**src/rtl/eqc_pkg.sv**
```systemverilog
// Package for the ECG QRS feature chain: constants, command and status types,
// and the biquad coefficient table. No dependencies.
package eqc_pkg;

	localparam int STAGES      = 6;
	localparam int Q_SHIFT     = 10;
	localparam int DERIV_SHIFT = 3;
	localparam int SQ_SHIFT    = 8;
	localparam int BP_DIVISOR  = 90;

	localparam logic [2:0] TAP_X0 = 3'd0;
	localparam logic [2:0] TAP_X1 = 3'd1;
	localparam logic [2:0] TAP_X2 = 3'd2;
	localparam logic [2:0] TAP_Y1 = 3'd3;
	localparam logic [2:0] TAP_Y2 = 3'd4;

	localparam logic [2:0] LAST_TAP   = TAP_Y2;
	localparam logic [2:0] LAST_STAGE = 3'(STAGES - 1);

	typedef enum logic {
		DIV_BP,
		DIV_EN
	} eqc_div_sel_t;

	typedef struct packed {
		logic         load_in;
		logic         mul;
		logic         upd;
		logic         div_start;
		eqc_div_sel_t div_sel;
		logic         deriv;
		logic         sq_mul;
		logic         win;
		logic         load_out;
		logic [2:0]   stage;
		logic [2:0]   tap;
	} eqc_cmd_t;

	typedef struct packed {
		logic div_busy;
	} eqc_status_t;

	function automatic logic signed [11:0] coef(input logic [2:0] stage, input logic [2:0] tap);
		logic signed [11:0] b1;
		logic signed [11:0] a1;
		logic signed [11:0] a2;
		logic signed [11:0] c;
		case (stage)
			3'd0: begin b1 = -12'sd1857; a1 = -12'sd1881; a2 = 12'sd981;  end
			3'd1: begin b1 = -12'sd2036; a1 = -12'sd2013; a2 = 12'sd1007; end
			3'd2: begin b1 = -12'sd1463; a1 = -12'sd1878; a2 = 12'sd928;  end
			3'd3: begin b1 = -12'sd2044; a1 = -12'sd1957; a2 = 12'sd963;  end
			3'd4: begin b1 = -12'sd1888; a1 = -12'sd1896; a2 = 12'sd1015; end
			default: begin b1 = -12'sd2034; a1 = -12'sd2029; a2 = 12'sd1021; end
		endcase
		case (tap)
			TAP_X1: c = b1;
			TAP_Y1: c = a1;
			TAP_Y2: c = a2;
			default: c = 12'sd1024;
		endcase
		return c;
	endfunction

endpackage

```
**src/rtl/eqc_ctrl.sv**
```systemverilog
// Controller state machine sequencing the biquad MACs, divisions, derivative,
// window update and the input and output handshakes. Depends on eqc_pkg.
module eqc_ctrl (
	input  logic                  clk,
	input  logic                  arst_n,
	input  logic                  in_valid,
	output logic                  in_stall,
	output logic                  out_valid,
	input  logic                  out_stall,
	output eqc_pkg::eqc_cmd_t     cmd,
	input  eqc_pkg::eqc_status_t  status
);
	import eqc_pkg::*;

	typedef enum logic [3:0] {
		ST_IDLE,
		ST_MAC,
		ST_FIN,
		ST_UPD,
		ST_BPDIV,
		ST_BPWAIT,
		ST_SQMUL,
		ST_WIN,
		ST_ENDIV,
		ST_ENWAIT,
		ST_OUT
	} state_t;

	state_t     state_q;
	logic [2:0] stage_q;
	logic [2:0] tap_q;
	logic       out_valid_q;
	logic       out_free;

	assign in_stall  = state_q != ST_IDLE;
	assign out_valid = out_valid_q;
	assign out_free  = !out_valid_q || !out_stall;

	always_comb begin
		cmd           = '0;
		cmd.stage     = stage_q;
		cmd.tap       = tap_q;
		cmd.div_sel   = DIV_BP;
		case (state_q)
			ST_IDLE:   cmd.load_in = in_valid;
			ST_MAC:    cmd.mul = 1'b1;
			ST_UPD:    cmd.upd = 1'b1;
			ST_BPDIV:  cmd.div_start = 1'b1;
			ST_BPWAIT: cmd.deriv = !status.div_busy;
			ST_SQMUL:  cmd.sq_mul = 1'b1;
			ST_WIN:    cmd.win = 1'b1;
			ST_ENDIV: begin
				cmd.div_start = 1'b1;
				cmd.div_sel   = DIV_EN;
			end
			ST_OUT:    cmd.load_out = out_free;
			default:   cmd.load_in = 1'b0;
		endcase
	end

	always_ff @(posedge clk or negedge arst_n) begin
		if (!arst_n) begin
			state_q     <= ST_IDLE;
			stage_q     <= '0;
			tap_q       <= '0;
			out_valid_q <= 1'b0;
		end else begin
			if (out_valid_q && !out_stall) begin
				out_valid_q <= 1'b0;
			end
			case (state_q)
				ST_IDLE: begin
					if (in_valid) begin
						stage_q <= '0;
						tap_q   <= TAP_X0;
						state_q <= ST_MAC;
					end
				end
				ST_MAC: begin
					if (tap_q == LAST_TAP) begin
						state_q <= ST_FIN;
					end else begin
						tap_q <= tap_q + 3'd1;
					end
				end
				ST_FIN: state_q <= ST_UPD;
				ST_UPD: begin
					tap_q <= TAP_X0;
					if (stage_q == LAST_STAGE) begin
						state_q <= ST_BPDIV;
					end else begin
						stage_q <= stage_q + 3'd1;
						state_q <= ST_MAC;
					end
				end
				ST_BPDIV: state_q <= ST_BPWAIT;
				ST_BPWAIT: begin
					if (!status.div_busy) begin
						state_q <= ST_SQMUL;
					end
				end
				ST_SQMUL: state_q <= ST_WIN;
				ST_WIN:   state_q <= ST_ENDIV;
				ST_ENDIV: state_q <= ST_ENWAIT;
				ST_ENWAIT: begin
					if (!status.div_busy) begin
						state_q <= ST_OUT;
					end
				end
				ST_OUT: begin
					if (out_free) begin
						out_valid_q <= 1'b1;
						state_q     <= ST_IDLE;
					end
				end
				default: state_q <= ST_IDLE;
			endcase
		end
	end

endmodule

```
**config.mk**
```make
export PLATFORM = sky130hd
export DESIGN_NAME = eqc_ctrl
export DESIGN_NICKNAME = d
export VERILOG_FILES = /design/src/rtl/eqc_pkg.sv /design/src/rtl/eqc_ctrl.sv
export SDC_FILE = /design/constraint.sdc
export NUM_CORES = 1
export LEC_CHECK = 0
export BUFFER_PORTS_ARGS = -buffer_cell sky130_fd_sc_hd__buf_2
export CORE_UTILIZATION = 47
export CTS_BUF_LIST = sky130_fd_sc_hd__clkbuf_4
export CTS_CLUSTER_SIZE = 25
export DETAILED_ROUTE_END_ITERATION = 8
export PLACE_DENSITY = 0.87
export SYNTH_ARGS = -nofsm -noshare
export SYNTH_HDL_FRONTEND = slang
export SYNTH_SLANG_ARGS = --single-unit
```
**constraint.sdc**
```tcl
create_clock -name clk -period 1.55 [get_ports clk]
set_clock_uncertainty 0.2 [all_clocks]
set_input_delay 0.31 -clock clk [delete_from_list [all_inputs] [get_ports clk]]
set_output_delay 0.31 -clock clk [all_outputs]
set_load 0.1 [all_outputs]
```
==> load_flow_metrics.sql, run 1 <==
INSERT INTO impl_metrics (metric_group, metric, value, unit) VALUES
('place', 'gpl.final_weighted_congestion', '0.878', ''),
('logic_synthesis', 'synth_nets', '98', ''),
('logic_synthesis', 'synth-edff-count', '0', ''),
('clock_tree', 'cts_root_buffer', 'sky130_fd_sc_hd__clkbuf_4', ''),
('logic_synthesis', 'synth-seq-area-share', '35.8', '%'),
('run_status', 'flow.first_error', '[ERROR DPL-0038] Utilization greater than 100%, impossible to legalize', ''),
('logic_synthesis', 'synth-seq-cells', '11', ''),
('logic_synthesis', 'area_of_the_mapped_netlist', '769', 'µm²'),
('logic_synthesis', 'synthMuxAreaShare', '1.46', '%'),
('logic_synthesis', 'syn_area_per_cell', '8.65', 'µm²'),
('floorplan', 'floorplan.initialDensity', '50.5', '%'),
('logic_synthesis', 'yosys_most_used_dff', 'sky130_fd_sc_hd__dfrtp_1', ''),
('logic_synthesis', 'xor_and_xnor_fraction_of_the_mapped_netlist_area', '2.28', '%'),
('logic_synthesis', 'main_combinational_cell_family_by_area_after_synthesis', 'simple AND/OR/NAND/NOR gates', ''),
('logic_synthesis', 'post-synth-top-area-cell', 'sky130_fd_sc_hd__dfrtp_1', ''),
('floorplan', 'boundaryPins', '22', ''),
('logic_synthesis', 'synth_top_cell_area_share', '35.8', '%'),
('clock_tree', 'numClockSinks', '11', ''),
('clock_tree', 'cts_resized', '39', ''),
('floorplan', 'die-width', '42.5', 'µm'),
('logic_synthesis', 'netlist-cell-type-count', '34', ''),
('floorplan', 'dieHeight', '42.5', 'µm'),
('clock_tree', 'cts_max_path_buffers', '2', ''),
('logic_synthesis', 'synth_async_sr_flop_share', '100', '%'),
('logic_synthesis', 'synth.top_cells.by_area', 'sky130_fd_sc_hd__dfrtp_1 (36%), sky130_fd_sc_hd__nand2_1 (6.8%), sky130_fd_sc_hd__ha_1 (6.5%), sky130_fd_sc_hd__nor2_1 (3.9%), sky130_fd_sc_hd__a21oi_1 (3.3%)', ''),
('logic_synthesis', 'synth_compound_area_share', '18.4', '%'),
('logic_synthesis', 'synth_warnings', '0', ''),
('logic_synthesis', 'post_synth_and_or_nand_nor_area_fraction', '28.9', '%'),
('place', 'total_of_buffers_placed_on_input_and_output_ports', '21', ''),
('clock_tree', 'cts-buffers-inserted', '3', ''),
('floorplan', 'placement_rows', '14', ''),
('run_status', 'run_status', 'stopped before the end', ''),
('logic_synthesis', 'synth_fa_ha_area_share', '6.50', '%'),
('clock_tree', 'htree_levels', '1', ''),
('clock_tree', 'hold_buffers', '1', ''),
('place', 'detailed_place.area', '1410', 'µm²'),
('run_status', 'stop_stage', 'clock tree synthesis (4_1_cts)', ''),
('logic_synthesis', 'number_of_cells_produced_by_synthesis', '89', ''),
('clock_tree', 'post-cts-setup-buffers', '13', ''),
('place', 'hpwl', '2090', 'µm');
[synthesized netlist by cell type (2+ instances only)]
cell type,number
sky130_fd_sc_hd__o21ai_0,3
sky130_fd_sc_hd__nand3_1,3
sky130_fd_sc_hd__nor2_1,8
sky130_fd_sc_hd__a21oi_1,5
sky130_fd_sc_hd__nor3_1,4
sky130_fd_sc_hd__buf_2,2
sky130_fd_sc_hd__ha_1,4
sky130_fd_sc_hd__nand2_1,14
sky130_fd_sc_hd__o21ai_1,4
sky130_fd_sc_hd__dfrtp_1,11
sky130_fd_sc_hd__o22ai_1,2
sky130_fd_sc_hd__inv_1,5
sky130_fd_sc_hd__nand2b_1,2
sky130_fd_sc_hd__and3_1,2
[through the flow]
| step | setup WS (ns) | cells |
|---|---|---|
| 2_1_floorplan | -0.902 | 89 |
| 3_3_place_gp | -0.199 | 144 |
| 3_5_place_dp | -0.343 | 144 |
[kinds of logic after synthesis]
logic type / count (synthesis)
DFF: 11
xor gates and xnor gates: 2
muxes: 1
AOI/OAI and AO/OA: 21
adders and majority gates: 4
and+or+nand+nor: 40
buffers and inverters: 10
==> run 2: changes to the inputs <==
CORE_AREA = 2 2 63 65   (was unset)
CORE_UTILIZATION = unset   (was 47)
CTS_BUF_LIST = unset   (was sky130_fd_sc_hd__clkbuf_4)
CTS_CLUSTER_SIZE = unset   (was 25)
DIE_AREA = 0 0 65 67   (was unset)
PLACE_DENSITY = unset   (was 0.87)
PLACE_DENSITY_LB_ADDON = 0.15   (was unset)
clock period = 2 ns   (was 1.55 ns; I/O delays follow)
==> run 2 against run 1 <==
The flow now finishes without violations. Synthesized cell count did not move. Area after synthesis did not move.
==> load_flow_metrics.sql, run 2 <==
INSERT INTO impl_metrics (metric_group, metric, value, unit) VALUES
('run_status', 'run_status', 'completed', ''),
('global_route', 'groute.layer.met3.usage', '3.38', '%'),
('global_route', 'grt.total_usage', '10.4', '%'),
('logic_synthesis', 'synth_commonest_cells', 'sky130_fd_sc_hd__nand2_1 (14), sky130_fd_sc_hd__dfrtp_1 (11), sky130_fd_sc_hd__nor2_1 (8)', ''),
('timing', 'timing.slew.headroom', '67.8', '%'),
('route', 'post_drt_via_cell_ratio', '4.45', ''),
('final_layout', 'n_antenna_cell', '0', ''),
('route', 'route.final.wire_length', '2080', 'µm'),
('clock_tree', 'numClockSinks', '11', ''),
('floorplan', 'dieHeight', '67', 'µm'),
('timing', 'finalWorstPathRequiredPeriod', '1.98', 'ns'),
('route', 'drt_iter0_markers', '21', ''),
('final_layout', 'registers.top_by_ff_count', 'state_q', ''),
('clock_tree', 'cts_tree', 'yes', ''),
('floorplan', 'placement_rows', '22', ''),
('flow_run', 'drv_cap', '0', ''),
('timing', 'fmax', '506', 'MHz'),
('route', 'count_of_vias_placed_by_the_detailed_router', '778', ''),
('final_layout', 'largestRegisters', 'state_q: 4 flops, stage_q: 3 flops, tap_q: 3 flops', ''),
('worst_hold_path', 'holdCritPathClass', 'in2reg', ''),
('critical_path', 'timing.critical_path.fanout_max', '12', ''),
('clock_tree', 'cts_root_buffer', 'sky130_fd_sc_hd__clkbuf_8', ''),
('critical_path', 'timing.critical_path.to', 'cmd[6]', ''),
('timing', 'worst-slew-pin-transition', '0.486', 'ns'),
('timing', 'hold_viol_final', '0', ''),
('final_layout', 'layout-area-overhead-vs-synth', '73.8', '%'),
('critical_path', 'setup.worst_path.start', 'state_q[1]', ''),
('critical_path', 'cp_data_arrival_time', '1.38', 'ns'),
('final_layout', 'finalNetCount', '137', ''),
('final_layout', 'largest_reg_flops', '4', ''),
('route', 'post-route-drc-count', '0', ''),
('global_route', 'grt_busiest_layer', 'met2', ''),
('logic_synthesis', 'syn_area_per_cell', '8.65', 'µm²'),
('logic_synthesis', 'synth_top_cell_area_share', '35.8', '%'),
('logic_synthesis', 'area_of_the_mapped_netlist', '769', 'µm²'),
('global_route', 'grt_start_max_net_pins', '13', ''),
('clock_tree', 'clkTransAtPathRegs', '0.06', 'ns'),
('critical_path', 'worst_ep_required', '1.40', 'ns'),
('logic_synthesis', 'post-synth-top-area-cell', 'sky130_fd_sc_hd__dfrtp_1', ''),
('clock_tree', 'cts_max_path_buffers', '2', ''),
('floorplan', 'boundaryPins', '22', ''),
('timing', 'slew_violations', '0', ''),
('timing', 'hold_slack', '0.282', 'ns'),
('clock_tree', 'htree_levels', '1', ''),
('critical_path', 'setup.worst_path.class', 'reg2out', ''),
('route', 'route.antenna.remaining_nets', '0', ''),
('timing', 'setup_viol_count_final', '0', ''),
('floorplan', 'die-width', '65', 'µm'),
('floorplan', 'floorplan.initialDensity', '21.3', '%'),
('logic_synthesis', 'synth-seq-cells', '11', ''),
('global_route', 'grt_use_met1', '12.3', '%'),
('place', 'gpl.final_weighted_congestion', '0.769', ''),
('critical_path', 'end_kind', 'output pin', ''),
('final_layout', 'drive_above_1_share', '50.4', '%'),
('logic_synthesis', 'synth_most_common_cell', 'sky130_fd_sc_hd__nand2_1', ''),
('timing', 'grt_setup_unrepaired', 'yes', ''),
('critical_path', 'regToRegEndpoint', 'state_q[0]', ''),
('logic_synthesis', 'netlist-cell-type-count', '34', ''),
('place', 'hpwl', '1480', 'µm'),
('final_layout', 'most-common-layout-cells', 'sky130_fd_sc_hd__nand2_1 (13), sky130_fd_sc_hd__buf_4 (13), sky130_fd_sc_hd__buf_2 (11)', ''),
('global_route', 'globalRouteMet2Util', '17.5', '%'),
('route', 'post_drt_wl_per_cell', '11.9', 'µm'),
('logic_synthesis', 'synth.top_cells.by_area', 'sky130_fd_sc_hd__dfrtp_1 (36%), sky130_fd_sc_hd__nand2_1 (6.8%), sky130_fd_sc_hd__ha_1 (6.5%), sky130_fd_sc_hd__nor2_1 (3.9%), sky130_fd_sc_hd__a21oi_1 (3.3%)', ''),
('logic_synthesis', 'synth_nets', '98', ''),
('global_route', 'grt_pass1_vias', '733', ''),
('clock_tree', 'clk_latency', '0.24', 'ns'),
('global_route', 'antenna_violations_before_repair', '0', ''),
('critical_path', 'worst_reg_to_reg_setup_slack', '0.14', 'ns'),
('timing', 'timing.final.crit_share', '98.9', '%'),
('global_route', 'wire_length_of_the_first_global_routing_pass', '3380', 'µm'),
('place', 'total_of_buffers_placed_on_input_and_output_ports', '21', ''),
('logic_synthesis', 'yosys_most_used_dff', 'sky130_fd_sc_hd__dfrtp_1', ''),
('route', 'drt_pre_antenna_iters', '4', ''),
('logic_synthesis', 'number_of_cells_produced_by_synthesis', '89', ''),
('critical_path', 'reg2reg_depth', '4', ''),
('global_route', 'gr-total-overflow', '0', ''),
('logic_synthesis', 'synth-edff-count', '0', ''),
('logic_synthesis', 'synth_async_sr_flop_share', '100', '%'),
('worst_hold_path', 'hold_path_cell_cnt', '3', ''),
('logic_synthesis', 'synth_warnings', '0', ''),
('floorplan', 'die_area', '4360', 'µm²'),
('floorplan', 'fp.coreArea', '3610', 'µm²'),
('clock_tree', 'cts-buffers-inserted', '3', ''),
('critical_path', 'crit_path_start_kind', 'flop', ''),
('critical_path', 'worst_r2r_startpoint', 'state_q[1]', ''),
('logic_synthesis', 'synth-seq-area-share', '35.8', '%');
## run 2: cell counts after synthesis
Identical to the previous run, type by type.
## run 2: routing by layer
metal / wire length (µm) / vias up
met5: 0 / -
met4: 17 / 0
met1: 902 / 370
met2: 1060 / 19
li1: - / 387
met3: 96 / 2
## run 2: worst max-delay path, stage by stage (launching register included)
cell and delay (ns):
sky130_fd_sc_hd__dfrtp_2 0.52, sky130_fd_sc_hd__buf_6 0.15, sky130_fd_sc_hd__nand4bb_4 0.13, sky130_fd_sc_hd__a21oi_4 0.15, sky130_fd_sc_hd__buf_12 0.18
## run 2: how the worst min path moves through the flow
stage | to | slack (ns) | start
2_1_floorplan | out_valid | -0.1 | arst_n
3_3_place_gp | tap_q[1] | 0.11 | arst_n
3_5_place_dp | stage_q[2] | 0.10 | arst_n
4_1_cts | out_valid | 0.28 | out_stall
5_1_grt | out_valid | 0.30 | out_stall
6_report | out_valid | 0.28 | out_stall
## run 2: repair_timing
item	4_1_cts	5_1_grt
endpoints found under the hold margin	11	0
resized for setup	10	7
buffers inserted	4	6
hold buffers	1	0
pin swaps	1	2
setup endpoints to repair	8	9
## run 2: cell type report
class / instances / area, µm²
multi-input combinational: 68 / 531
timing repair buffer: 38 / 397
sequential: 11 / 283
tap: 48 / 60.1
fill: 360 / 2270
inverter: 6 / 22.5
clock buffer: 4 / 45.0
## run 2: kinds of logic (layout without fill, tap and decap cells)
kind of cell,Yosys count,in the layout,synth area share (%)
AO/OA/AOI/OAI,21,21,18.4
XOR/XNOR,2,2,2.28
adder cells (fa/ha/maj),4,4,6.50
buffers and inverters,10,48,6.67
flip-flops,11,11,35.8
multiplexers,1,1,1.46
AND/OR/NAND/NOR,40,40,28.9
## run 2: per-stage QoR
step | setup WS (ns) | setup TNS (ns) | utilization [%] | cell area, µm² | instances
after CTS | -0.0228 | -0.0280 | 35.1 | 1270 | 169
final | 0.0219 | 0 | 37.1 | 1340 | 175
after global placement | 0.119 | 0 | 31.7 | 1140 | 160
after floorplan | -0.491 | -3.90 | - | 816 | 89
after global routing | -0.0382 | -0.142 | 37.1 | 1340 | 175
after detailed placement | 0.0897 | 0 | 31.7 | 1140 | 160
Power of run 2 is left out: the tool's default activity adds up to more than one toggle a clock period on the data nets, which glitch-free logic cannot reach.
